File: src/design/lkvc_pkg.sv
// ----------------------------------------------------------------------------
// LRU key-value cache package
// Shared constants, controller states and the controller command bundle.
// ----------------------------------------------------------------------------
package lkvc_pkg;

	localparam int ENTRIES_DEF    = 16;
	localparam int DATA_WIDTH_DEF = 64;
	localparam int KEY_W          = 32;
	localparam int WORD_W         = 64;
	localparam int CAP_W          = 5;

	localparam logic [CAP_W-1:0] CAP_RESET = 5'd16;

	localparam logic OP_GET = 1'b0;
	localparam logic OP_PUT = 1'b1;

	typedef enum logic [1:0] {
		ST_IDLE,
		ST_LOOKUP,
		ST_UPDATE
	} state_t;

	typedef struct packed {
		logic load_in;
		logic lookup;
		logic update;
	} cmd_t;

endpackage

File: src/design/lkvc_req_if.sv
// ----------------------------------------------------------------------------
// LRU key-value cache request channel
// Valid/ready channel that carries one get or put request.
// ----------------------------------------------------------------------------
interface lkvc_req_if;

	logic                             valid;
	logic                             ready;
	logic                             opcode;
	logic signed [lkvc_pkg::KEY_W-1:0] key;
	logic [lkvc_pkg::WORD_W-1:0]      write_data;

	modport source (output valid, output opcode, output key, output write_data, input ready);
	modport sink (input valid, input opcode, input key, input write_data, output ready);

endinterface

File: src/design/lkvc_rsp_if.sv
// ----------------------------------------------------------------------------
// LRU key-value cache response channel
// Valid/ready channel that carries one result per request.
// ----------------------------------------------------------------------------
interface lkvc_rsp_if;

	logic                             valid;
	logic                             ready;
	logic                             hit;
	logic [lkvc_pkg::WORD_W-1:0]      read_data;
	logic                             evicted;
	logic signed [lkvc_pkg::KEY_W-1:0] evicted_key;

	modport source (output valid, output hit, output read_data, output evicted,
		output evicted_key, input ready);
	modport sink (input valid, input hit, input read_data, input evicted,
		input evicted_key, output ready);

endinterface

File: src/design/lkvc_ctrl.sv
// ----------------------------------------------------------------------------
// LRU key-value cache controller
// Sequences lookup and update of one request and owns the result valid flag.
// ----------------------------------------------------------------------------
module lkvc_ctrl (
	input  logic             clk,
	input  logic             arst_n,
	input  logic             in_valid,
	output logic             in_ready,
	output logic             out_valid,
	input  logic             out_ready,
	output lkvc_pkg::cmd_t   cmd
);

	lkvc_pkg::state_t state_q;
	lkvc_pkg::state_t state_next;
	logic             out_valid_q;
	logic             out_free;
	logic             accept;

	assign out_free  = !out_valid_q || out_ready;
	assign out_valid = out_valid_q;

	always_comb begin
		in_ready = (state_q == lkvc_pkg::ST_IDLE) ||
			((state_q == lkvc_pkg::ST_UPDATE) && out_free);
		accept         = in_valid && in_ready;
		cmd.load_in    = accept;
		cmd.lookup     = (state_q == lkvc_pkg::ST_LOOKUP);
		cmd.update     = (state_q == lkvc_pkg::ST_UPDATE) && out_free;
	end

	always_comb begin
		unique case (state_q)
			lkvc_pkg::ST_IDLE: begin
				state_next = (in_valid) ? lkvc_pkg::ST_LOOKUP : lkvc_pkg::ST_IDLE;
			end
			lkvc_pkg::ST_LOOKUP: begin
				state_next = lkvc_pkg::ST_UPDATE;
			end
			lkvc_pkg::ST_UPDATE: begin
				if (!out_free) begin
					state_next = lkvc_pkg::ST_UPDATE;
				end else if (in_valid) begin
					state_next = lkvc_pkg::ST_LOOKUP;
				end else begin
					state_next = lkvc_pkg::ST_IDLE;
				end
			end
			default: begin
				state_next = lkvc_pkg::ST_IDLE;
			end
		endcase
	end

	always_ff @(posedge clk or negedge arst_n) begin
		if (!arst_n) begin
			state_q     <= lkvc_pkg::ST_IDLE;
			out_valid_q <= 1'b0;
		end else begin
			state_q <= state_next;
			if (cmd.update) begin
				out_valid_q <= 1'b1;
			end else if (out_ready) begin
				out_valid_q <= 1'b0;
			end
		end
	end

endmodule

File: src/design/lkvc_datapath.sv
// ----------------------------------------------------------------------------
// LRU key-value cache datapath
// Entry register file, parallel key compare, recency ranks and result register.
// ----------------------------------------------------------------------------
module lkvc_datapath #(
	parameter int ENTRIES    = lkvc_pkg::ENTRIES_DEF,
	parameter int DATA_WIDTH = lkvc_pkg::DATA_WIDTH_DEF
) (
	input  logic                               clk,
	input  logic                               arst_n,
	input  lkvc_pkg::cmd_t                     cmd,
	input  logic                               opcode,
	input  logic signed [lkvc_pkg::KEY_W-1:0]  key,
	input  logic [lkvc_pkg::WORD_W-1:0]        write_data,
	input  logic                               cfg_we,
	input  logic [lkvc_pkg::CAP_W-1:0]         cfg_wdata,
	output logic                               hit,
	output logic [lkvc_pkg::WORD_W-1:0]        read_data,
	output logic                               evicted,
	output logic signed [lkvc_pkg::KEY_W-1:0]  evicted_key
);

	localparam int RANK_W = $clog2(ENTRIES);
	localparam int CNT_W  = $clog2(ENTRIES + 1);
	localparam int CMP_W  = (CNT_W > lkvc_pkg::CAP_W) ? CNT_W : lkvc_pkg::CAP_W;

	logic                          op_q;
	logic [lkvc_pkg::KEY_W-1:0]    key_q;
	logic [DATA_WIDTH-1:0]         wdata_q;
	logic [lkvc_pkg::CAP_W-1:0]    capacity_q;

	logic [lkvc_pkg::KEY_W-1:0]    entry_key_q  [ENTRIES];
	logic [DATA_WIDTH-1:0]         entry_data_q [ENTRIES];
	logic [ENTRIES-1:0]            entry_valid_q;
	logic [RANK_W-1:0]             rank_q       [ENTRIES];
	logic [CNT_W-1:0]              count_q;

	logic [CMP_W-1:0]              cap_ext;
	logic [CMP_W-1:0]              eff_cap;
	logic                          need_evict;
	logic [RANK_W-1:0]             last_rank;
	logic [ENTRIES-1:0]            match;
	logic [ENTRIES-1:0]            victim;
	logic [ENTRIES-1:0]            avail;
	logic [ENTRIES-1:0]            free_slot;
	logic                          found;
	logic [RANK_W-1:0]             hit_rank;
	logic [DATA_WIDTH-1:0]         rd_data;
	logic [lkvc_pkg::KEY_W-1:0]    vic_key;

	logic [ENTRIES-1:0]            match_s1;
	logic [ENTRIES-1:0]            victim_s1;
	logic [ENTRIES-1:0]            free_s1;
	logic                          hit_s1;
	logic                          evict_s1;
	logic [RANK_W-1:0]             hit_rank_s1;
	logic [DATA_WIDTH-1:0]         rd_s1;
	logic [lkvc_pkg::KEY_W-1:0]    vic_key_s1;

	logic                          put_miss;

	logic                          hit_q;
	logic [lkvc_pkg::WORD_W-1:0]   read_data_q;
	logic                          evicted_q;
	logic [lkvc_pkg::KEY_W-1:0]    evicted_key_q;

	always_ff @(posedge clk) begin
		if (cmd.load_in) begin
			op_q    <= opcode;
			key_q   <= key;
			wdata_q <= write_data[DATA_WIDTH-1:0];
		end
	end

	always_ff @(posedge clk or negedge arst_n) begin
		if (!arst_n) begin
			capacity_q <= lkvc_pkg::CAP_RESET;
		end else if (cfg_we) begin
			capacity_q <= cfg_wdata;
		end
	end

	// The valid ranks are always 0 .. count-1, so the least recent entry is
	// the one whose rank equals count-1.
	always_comb begin
		cap_ext = CMP_W'(capacity_q);
		if (cap_ext == '0) begin
			eff_cap = CMP_W'(1);
		end else if (cap_ext > CMP_W'(ENTRIES)) begin
			eff_cap = CMP_W'(ENTRIES);
		end else begin
			eff_cap = cap_ext;
		end
		need_evict = CMP_W'(count_q) >= eff_cap;
		last_rank  = RANK_W'(count_q - CNT_W'(1));
		hit_rank   = '0;
		rd_data    = '0;
		vic_key    = '0;
		for (int i = 0; i < ENTRIES; i++) begin
			match[i]  = entry_valid_q[i] && (entry_key_q[i] == key_q);
			victim[i] = entry_valid_q[i] && (count_q != '0) && (rank_q[i] == last_rank);
			hit_rank  = hit_rank | (match[i] ? rank_q[i] : '0);
			rd_data   = rd_data | (match[i] ? entry_data_q[i] : '0);
			vic_key   = vic_key | (victim[i] ? entry_key_q[i] : '0);
		end
		avail = ~entry_valid_q | (need_evict ? victim : '0);
		found = 1'b0;
		for (int i = 0; i < ENTRIES; i++) begin
			free_slot[i] = avail[i] && !found;
			found        = found | avail[i];
		end
	end

	always_ff @(posedge clk) begin
		if (cmd.lookup) begin
			match_s1    <= match;
			victim_s1   <= victim;
			free_s1     <= free_slot;
			hit_s1      <= |match;
			evict_s1    <= need_evict;
			hit_rank_s1 <= hit_rank;
			rd_s1       <= rd_data;
			vic_key_s1  <= vic_key;
		end
	end

	assign put_miss = !hit_s1 && (op_q == lkvc_pkg::OP_PUT);

	always_ff @(posedge clk or negedge arst_n) begin
		if (!arst_n) begin
			entry_valid_q <= '0;
			count_q       <= '0;
			for (int i = 0; i < ENTRIES; i++) begin
				rank_q[i] <= '0;
			end
		end else if (cmd.update) begin
			if (hit_s1) begin
				for (int i = 0; i < ENTRIES; i++) begin
					if (match_s1[i]) begin
						rank_q[i] <= '0;
					end else if (entry_valid_q[i] && (rank_q[i] < hit_rank_s1)) begin
						rank_q[i] <= rank_q[i] + RANK_W'(1);
					end
				end
			end else if (put_miss) begin
				for (int i = 0; i < ENTRIES; i++) begin
					if (free_s1[i]) begin
						entry_valid_q[i] <= 1'b1;
						rank_q[i]        <= '0;
					end else if (evict_s1 && victim_s1[i]) begin
						entry_valid_q[i] <= 1'b0;
						rank_q[i]        <= '0;
					end else if (entry_valid_q[i]) begin
						rank_q[i] <= rank_q[i] + RANK_W'(1);
					end
				end
				if (!evict_s1) begin
					count_q <= count_q + CNT_W'(1);
				end
			end
		end
	end

	always_ff @(posedge clk) begin
		if (cmd.update) begin
			for (int i = 0; i < ENTRIES; i++) begin
				if (hit_s1 && (op_q == lkvc_pkg::OP_PUT) && match_s1[i]) begin
					entry_data_q[i] <= wdata_q;
				end else if (put_miss && free_s1[i]) begin
					entry_key_q[i]  <= key_q;
					entry_data_q[i] <= wdata_q;
				end
			end
		end
	end

	always_ff @(posedge clk) begin
		if (cmd.update) begin
			hit_q         <= hit_s1;
			read_data_q   <= (hit_s1 && (op_q == lkvc_pkg::OP_GET)) ?
				lkvc_pkg::WORD_W'(rd_s1) : '0;
			evicted_q     <= put_miss && evict_s1;
			evicted_key_q <= (put_miss && evict_s1) ? vic_key_s1 : '0;
		end
	end

	assign hit         = hit_q;
	assign read_data   = read_data_q;
	assign evicted     = evicted_q;
	assign evicted_key = evicted_key_q;

endmodule

File: src/design/lru_key_value_cache_top.sv
// ----------------------------------------------------------------------------
// LRU key-value cache top level
// Fully associative key-value cache with least-recently-used replacement.
// ----------------------------------------------------------------------------
// Each request has a lookup state, to compare the key against all entries at
// once and find the least recent entry, and an update state, to update the
// recency ranks, write the entry and load the result register. The next
// request is taken in the update state, and no sooner; a result not taken
// holds the block there until the response transfer completes. Capacity is
// to be written by the user only while idle; the block does not enforce it.
module lru_key_value_cache_top #(
	parameter int ENTRIES    = lkvc_pkg::ENTRIES_DEF,
	parameter int DATA_WIDTH = lkvc_pkg::DATA_WIDTH_DEF
) (
	input  logic                       clk,
	input  logic                       arst_n,
	lkvc_req_if.sink                   req,
	lkvc_rsp_if.source                 rsp,
	input  logic                       cfg_we,
	input  logic [lkvc_pkg::CAP_W-1:0] cfg_wdata
);

	lkvc_pkg::cmd_t cmd;

	lkvc_ctrl u_ctrl (
		.clk       (clk),
		.arst_n    (arst_n),
		.in_valid  (req.valid),
		.in_ready  (req.ready),
		.out_valid (rsp.valid),
		.out_ready (rsp.ready),
		.cmd       (cmd)
	);

	lkvc_datapath #(
		.ENTRIES    (ENTRIES),
		.DATA_WIDTH (DATA_WIDTH)
	) u_datapath (
		.clk         (clk),
		.arst_n      (arst_n),
		.cmd         (cmd),
		.opcode      (req.opcode),
		.key         (req.key),
		.write_data  (req.write_data),
		.cfg_we      (cfg_we),
		.cfg_wdata   (cfg_wdata),
		.hit         (rsp.hit),
		.read_data   (rsp.read_data),
		.evicted     (rsp.evicted),
		.evicted_key (rsp.evicted_key)
	);

endmodule

File: src/flat_wrapper.sv
// flat-port wrapper written by rule: the top's interface ports become plain ports
module lru_key_value_cache_top_flat 
#(
	parameter int ENTRIES    = lkvc_pkg::ENTRIES_DEF,
	parameter int DATA_WIDTH = lkvc_pkg::DATA_WIDTH_DEF
)
  (clk, arst_n, cfg_we, cfg_wdata, req_valid, req_opcode, req_key, req_write_data, req_ready, rsp_valid, rsp_hit, rsp_read_data, rsp_evicted, rsp_evicted_key, rsp_ready);
  lkvc_req_if req_i ();
  lkvc_rsp_if rsp_i ();
  input  logic clk;
  input  logic arst_n;
  input  logic cfg_we;
  input  logic [lkvc_pkg::CAP_W-1:0] cfg_wdata;
  input wire logic [$bits(req_i.valid)-1:0] req_valid;
  input wire logic [$bits(req_i.opcode)-1:0] req_opcode;
  input wire logic [$bits(req_i.key)-1:0] req_key;
  input wire logic [$bits(req_i.write_data)-1:0] req_write_data;
  output wire logic [$bits(req_i.ready)-1:0] req_ready;
  output wire logic [$bits(rsp_i.valid)-1:0] rsp_valid;
  output wire logic [$bits(rsp_i.hit)-1:0] rsp_hit;
  output wire logic [$bits(rsp_i.read_data)-1:0] rsp_read_data;
  output wire logic [$bits(rsp_i.evicted)-1:0] rsp_evicted;
  output wire logic [$bits(rsp_i.evicted_key)-1:0] rsp_evicted_key;
  input wire logic [$bits(rsp_i.ready)-1:0] rsp_ready;
  assign req_i.valid = req_valid;
  assign req_i.opcode = req_opcode;
  assign req_i.key = req_key;
  assign req_i.write_data = req_write_data;
  assign req_ready = req_i.ready;
  assign rsp_valid = rsp_i.valid;
  assign rsp_hit = rsp_i.hit;
  assign rsp_read_data = rsp_i.read_data;
  assign rsp_evicted = rsp_i.evicted;
  assign rsp_evicted_key = rsp_i.evicted_key;
  assign rsp_i.ready = rsp_ready;
  lru_key_value_cache_top #(.ENTRIES(ENTRIES), .DATA_WIDTH(DATA_WIDTH)) u_core (.clk(clk), .arst_n(arst_n), .req(req_i), .rsp(rsp_i), .cfg_we(cfg_we), .cfg_wdata(cfg_wdata));
endmodule
File: config.mk
export PLATFORM = sky130hd
export DESIGN_NAME = lru_key_value_cache_top_flat
export DESIGN_NICKNAME = d
export VERILOG_FILES = /design/src/design/lkvc_pkg.sv /design/src/design/lkvc_req_if.sv /design/src/design/lkvc_rsp_if.sv /design/src/design/lkvc_ctrl.sv /design/src/design/lkvc_datapath.sv /design/src/design/lru_key_value_cache_top.sv /design/src/flat_wrapper.sv
export SDC_FILE = /design/constraint.sdc
export NUM_CORES = 2
export LEC_CHECK = 0
export BUFFER_PORTS_ARGS = -buffer_cell sky130_fd_sc_hd__buf_4
export CORE_MARGIN = 2
export CORE_UTILIZATION = 40
export DETAILED_ROUTE_END_ITERATION = 10
export HOLD_SLACK_MARGIN = 0.12
export PLACE_DENSITY = 0.65
export SLEW_MARGIN = 20
export SYNTH_ARGS = -nofsm -noshare
export SYNTH_HDL_FRONTEND = slang
export SYNTH_SLANG_ARGS = --single-unit
File: constraint.sdc
create_clock -name clk -period 10.1 [get_ports clk]
set_input_delay 3.03 -clock clk [delete_from_list [all_inputs] [get_ports clk]]
set_output_delay 3.03 -clock clk [all_outputs]
set_load 0.01 [all_outputs]
### After elaboration in Yosys (flattened, before gate mapping)

Memories as Yosys holds them, arrays and structs flattened.
Index checks and enable logic that the tools add are counted.

* register bits after elaboration: 438
* latch bits: 0
* RAM bits: 1536
* bits in read-only memories: 0
* input bits: 107
* output and inout bits: 100
* word-level logic and storage cells: 740
* memories: 2

Memory list
* u_core.u_datapath.entry_data_q: words 16, bits a word 64, read ports 16, clocked after memory_dff 0, wr ports 16, line lkvc_datapath.sv:33 `logic [DATA_WIDTH-1:0] entry_data_q [ENTRIES];`
* u_core.u_datapath.entry_key_q: words 16, bits a word 32, read ports 16, clocked after memory_dff 0, wr ports 16, line lkvc_datapath.sv:32 `logic [lkvc_pkg::KEY_W-1:0] entry_key_q [ENTRIES];`

* $add $sub $neg: 18
* $mul: 0
* div/mod/pow operators: 0
* $lt $le $gt $ge: 18
* equality and inequality tests: 50
* shifts and indexed selects: 0
* multiplexer cells: 298
* bitwise gates (word level): 80
* reductions and logical operators: 223

Operators with widths (count)
* 64-bit 2-to-1 mux: 34
* 64-bit bitwise OR: 15
* 32-bit == test: 16
* 32-bit 2-to-1 mux: 16
* 32-bit bitwise OR: 15
* 4-bit 2-to-1 mux: 96
* 1-bit 2-to-1 mux: 147
* 1-bit logical AND: 133
* 4-bit AND reduction: 33
* 4-bit by 1-bit adder with 4-bit output, second input constant: 16
* 4-bit == test: 16
* 4-bit < comparator: 16
* 4-bit nonzero test: 16
* 4-bit bitwise OR: 15
* 3-bit by 2-bit inequality test with 1-bit output, second input constant: 16
* 2-bit nonzero test: 18
* 1-bit bitwise OR: 30
* 1-bit zero test: 17
* 16-bit 2-to-1 mux: 1
* 16-bit inverter: 1
* 16-bit bitwise OR: 1
* 16-bit OR reduction: 1
* 5-bit 2-to-1 mux: 2
* 2-bit one-hot mux with 3 select lines: 1
* other kinds (12): 15

### Logic depth before layout (Yosys ltp)

* depth after elaboration: 22
* depth in mapped cells: 14
* gate-level depth less buffers: 12

### By module

A second synthesis with hierarchy kept.

* cell total of the unflattened synthesis: 4785
* area total of the unflattened synthesis: 79627.6 um^2

Modules (own cells, without submodules)
* lkvc_datapath: times used 1, cells an instance 4770, area an instance 79481.2 um^2, seq. area each 58737.6 um^2
* lkvc_ctrl: times used 1, cells an instance 15, area an instance 146.4 um^2, seq. area each 75.1 um^2

### Worst setup path before layout

Ideal clock, no wire load.

* kind: input to register
* from: in rsp_ready
* to: mem u_core.u_datapath.entry_data_q[0][0] (netlist name), enable pin
* setup time: 0.486 ns
* data arrival time: 10.722 ns
* setup slack: -1.108 ns
* cell stages on the path: 4
* buffers on the path: 0
* path through: nor2b_1 nor2_1 nand2_1 nor2_1

RTL lines
* start: declaration: line flat_wrapper.sv:24 `input wire logic [$bits(rsp_i.ready)-1:0] rsp_ready;`
* end: declaration: line lkvc_datapath.sv:33

### Final worst setup path

* from: in rsp_ready
* to: out req_ready

* longest elaborated chain between the ends: 3

RTL lines
* 1-bit logical OR: line lkvc_ctrl.sv:21 `assign out_free = !out_valid_q || out_ready;`
* 1-bit logical AND: line lkvc_ctrl.sv:26 `((state_q == lkvc_pkg::ST_UPDATE) && out_free);`
* 1-bit logical OR: line lkvc_ctrl.sv:25 `in_ready = (state_q == lkvc_pkg::ST_IDLE) ||`
* end: declaration: line flat_wrapper.sv:18 `output wire logic [$bits(req_i.ready)-1:0] req_ready;`

Every way passes these cells.

==> results by stage <==
STA:
- The minimum clock period after layout is 6760 ps.
- The slew of the pin with the lowest slew margin is 1290 ps.
- On the final layout, the worst clock skew is 98.5 ps.
- The setup TNS after final layout is 0 ps.
- The max-slew violation total from the final report is 0.
- The final clock period utilization by the worst path is 67.0%.
- The number of endpoints failing setup at the final stage is 0.
- The total count of hold-check failures in the final report is 0.
- For this run, the top clock speed supported by timing is 148 MHz.
- Setup repair after global routing left no endpoint under its margin.
- The max-slew headroom at the worst pin is 13.2%.

Cells and area:
- The fraction of final layout cells with drive strength greater than 1 is 13.9%.
- The number of nets in the finished design is 5168.
- From synthesis to final layout, the design area changed by 14.3%.
- Once layout is complete, the utilization of the core stands at 46.0%.
- The layout has 16.9k filler cells.

Logic synthesis:
- Ranked by total cell area, the synthesized netlist is headed by sky130_fd_sc_hd__edfxtp_1 71%, sky130_fd_sc_hd__xor2_1 5.0%, sky130_fd_sc_hd__a22o_1 3.4%.
- The synthesized design devotes to its leading area cell type 71.1% of total area.
- The post-synthesis instance total is 4730.
- The most frequent cell after synthesis is sky130_fd_sc_hd__edfxtp_1.
- For this run, the register share of the synthesized area comes to 74.0%.
- The post-synthesis net count is 4909.
- Of all cell types, the one taking the most synthesized area is sky130_fd_sc_hd__edfxtp_1.
- The number of enable-type register cells in the synthesized netlist is 1881.
- The average footprint of a synthesized cell is 16.8 um2.
- Sorting the synthesized cells by how often they occur yields 1881 x sky130_fd_sc_hd__edfxtp_1, 454 x sky130_fd_sc_hd__xor2_1, 310 x sky130_fd_sc_hd__a22o_1.
- After synthesis, the share of flip-flops with an asynchronous set or reset is 4.71%.
- Among all flip-flop cells after synthesis, the most frequent one is sky130_fd_sc_hd__edfxtp_1.
- The total number of yosys warnings is 0.
- Counting flops and latches in the post-synthesis netlist gives 1974.
- In this run the cell area of the synthesized design comes to 79500 um2.
- The netlist uses 66 different library cells.

Pwr:
- The leakage power is 30.5 nW.
- Dividing total power by cell area gives a power density of 234 nW/um2.
- The largest vdd supply drop is 0.000225 V.

Routing:
- After the first detailed-routing iteration, the DRC count stood at 8677.
- The post-detailed-route count of antenna-violating nets is 0.
- The remaining routing DRC violations is 0.
- The routed wire length per instance is 32.3 um.
- The sum of routed wire length over all layers is 252000 um.
- Before antenna repair, the detailed router went through 7 iterations.
- The detailed router placed 48.4k vias in this run.
- The via density per instance is 6.21.

Worst setup path:
- Data arrives at the worst endpoint at 3730 ps.
- In this run the critical register-to-register path is launched from u_core.u_datapath.key_q[22].
- The critical path startpoint is rsp_ready.
- The register-to-register path setup slack is 5180 ps.
- The worst setup path is of the in -> out kind.
- The sort of element at the end of the critical path is an output pin.
- The critical path required time is 7070 ps.
- The most critical setup path has its endpoint at req_ready.
- The number of cells on the worst reg-to-reg path is 9.
- The worst setup path is launched from a primary input.
- Of all nets on the critical path, the largest fanout is 3.
- The endpoint of the lowest-slack register-to-register path is u_core.u_datapath.rd_s1[17].

Global routing:
- The aggregate global routing overflow is 0.
- The number of antenna violations at the first check in global routing is 17.
- The global-route total usage across every layer is 24.4%.
- The first global-routing pass estimated 355000 um of wire.
- The largest net degree at the start of global routing is 152.
- The number of global-route vias before repair is 46.0k.

Hold path:
- The path class of the lowest-slack min-delay path is reg -> reg.

Placed design:
- During placement, the flow inserted port buffers numbering 206.
- Summed over all nets, the half-perimeter wirelength after detailed placement is 154000 um.
- Routability-driven placement finished with a final weighted congestion of 0.973.

Die:
- Once the floorplan was initialized, standard cells occupied 40.2% of the core.
- In this run the vertical extent of the chip is 450 um.
- The floorplan step defined a die boundary enclosing 202000 um2.
- The initialized floorplan defines 163 standard-cell rows.
- In this run the count of I/O pins placed on the die edge is 207.
- The die boundary width is 450 um.
- The placeable core area is 197000 um2.

Clocking:
- The CTS sink count is 1974.
- The longest clock path from root to sink contains 3 buffers.
- The total number of H-tree levels is 4.
- TritonCTS created 200 clock buffers.
- The root buffer cell is sky130_fd_sc_hd__clkbuf_16.
- The quantity of gates resized following cts is 0.
- The clock latency of the later-clocked register in the worst-skew pair is 900 ps.
- The number of setup buffers added after CTS is 0.
- Hold repair after CTS inserted 0 buffers.
- TritonCTS built the clock tree.
- The clock-pin slew on the worst setup and hold paths is 70 ps.

Run status:
- The run finished with clean final reports.

Job:
- The number of violations of the max-capacitance limit is 0.
==> sequential cells by signal, summed over array words and instances, names as in the netlist, 32 cells and up <==
name                            cells
u_core.u_datapath.wdata_q          64
u_core.u_datapath.key_q            32
u_core.u_datapath.rd_s1            64
u_core.u_datapath.rank_q           64
u_core.u_datapath.read_data        64
u_core.u_datapath.vic_key_s1       32
u_core.u_datapath.entry_data_q   1024
u_core.u_datapath.entry_key_q     512
u_core.u_datapath.evicted_key      32
==> routing by layer <==
layer | up-vias | wire length, um | share of wire [%] | GRT usage [%]
li1 | 19700 | - | - | -
met2 | 3512 | 113000 | 45 | 36.9
met1 | 24700 | 97600 | 39 | 34.3
met4 | 4 | 9840 | 3.9 | 8.62
met5 | - | 67 | 0.027 | 0
met3 | 480 | 31700 | 13 | 5.86
==> worst min-delay path by stage <==
stage	startpoint	endpoint	slack, ps	cells past startpoint
2_1_floorplan	u_core.u_datapath.hit_s1	u_core.u_datapath.hit	450	0
3_3_place_gp	u_core.u_datapath.rd_s1[35]	u_core.u_datapath.read_data[35]	510	1
3_5_place_dp	u_core.u_datapath.rd_s1[48]	u_core.u_datapath.read_data[48]	500	1
4_1_cts	u_core.u_datapath.count_q[4]	u_core.u_datapath.count_q[4]	520	1
5_1_grt	u_core.u_datapath.rd_s1[57]	u_core.u_datapath.read_data[57]	530	1
6_report	u_core.u_datapath.vic_key_s1[8]	u_core.u_datapath.evicted_key[8]	510	1
==> cell usage in the layout, fill, tap and decap left out, types with 13 or more instances in the layout <==
cell	count
sky130_fd_sc_hd__o21bai_1	13
sky130_fd_sc_hd__a21o_4	15
sky130_fd_sc_hd__xnor2_1	123
sky130_fd_sc_hd__nor4_1	105
sky130_fd_sc_hd__xor2_1	454
sky130_fd_sc_hd__a22o_1	310
sky130_fd_sc_hd__a21o_1	48
sky130_fd_sc_hd__bufinv_16	16
sky130_fd_sc_hd__and2_1	97
sky130_fd_sc_hd__inv_1	15
sky130_fd_sc_hd__nand2_1	112
sky130_fd_sc_hd__dfrtp_1	92
sky130_fd_sc_hd__nand3_1	51
sky130_fd_sc_hd__nor3_1	17
sky130_fd_sc_hd__nand4_1	155
sky130_fd_sc_hd__a21boi_0	16
sky130_fd_sc_hd__nand2b_1	41
sky130_fd_sc_hd__clkinv_1	56
sky130_fd_sc_hd__a222oi_1	25
sky130_fd_sc_hd__a21oi_1	38
sky130_fd_sc_hd__clkinv_2	42
sky130_fd_sc_hd__ha_1	72
sky130_fd_sc_hd__a221oi_1	308
sky130_fd_sc_hd__o21ai_0	86
sky130_fd_sc_hd__buf_4	330
sky130_fd_sc_hd__and4_1	13
sky130_fd_sc_hd__a22oi_1	150
sky130_fd_sc_hd__clkbuf_16	200
sky130_fd_sc_hd__edfxtp_1	1881
sky130_fd_sc_hd__and2_2	16
sky130_fd_sc_hd__nor2_1	45
sky130_fd_sc_hd__clkbuf_1	36
sky130_fd_sc_hd__nor3_4	20
sky130_fd_sc_hd__mux2_2	17
==> worst max-delay path, cell delays in order <==
cell,delay [ps]
sky130_fd_sc_hd__buf_4,110
sky130_fd_sc_hd__nor2b_1,260
sky130_fd_sc_hd__a21oi_1,160
sky130_fd_sc_hd__buf_4,170
==> kinds of logic after synthesis <==
group           count (synthesis)  synth area share (%)
xor+xnor                      584                  6.57
simple gates                  728                  5.48
fa+ha+maj                      72                  1.13
flops                        1974                  74.0
mux                            19                 0.266
buf+inv                       292                  1.76
compound gates               1061                  10.8
==> cell type report <==
cell class                 instances  area [um2]  share of cell area, %
clock inverter                   136        1370                   1.51
tap                             2640        3300                   3.64
antenna                            3        7.51                0.00827
clock buffer                     236        5140                   5.66
sequential                      1974       58800                   64.8
inverter                          16        60.1                 0.0661
multi-input combinational       2464       19600                   21.6
timing repair buffer             333        2540                   2.79
==> per-stage QoR <==
step | area [um2] | hold slack (ps) | setup slack [ps] | total power, mW | std cells
after floorplan | 79500 | 449 | 716 | 12.0 | 4730
after global placement | 84300 | 507 | 3200 | 13.8 | 7426
after detailed placement | 84300 | 503 | 3110 | 13.8 | 7426
after CTS | 90800 | 517 | 3340 | 21.1 | 7798
after global routing | 90800 | 526 | 3290 | 21.7 | 7799
final | 90800 | 515 | 3340 | 21.2 | 7802
==> power by group <==
part / internal [mW] / leakage (nW) / switching (mW)
Sequential: 9.56 / 18.4 / 0.487
Clock: 4.08 / 3.16 / 3.26
Combinational: 1.15 / 8.97 / 2.68
(Power assumes the default switching activity.)
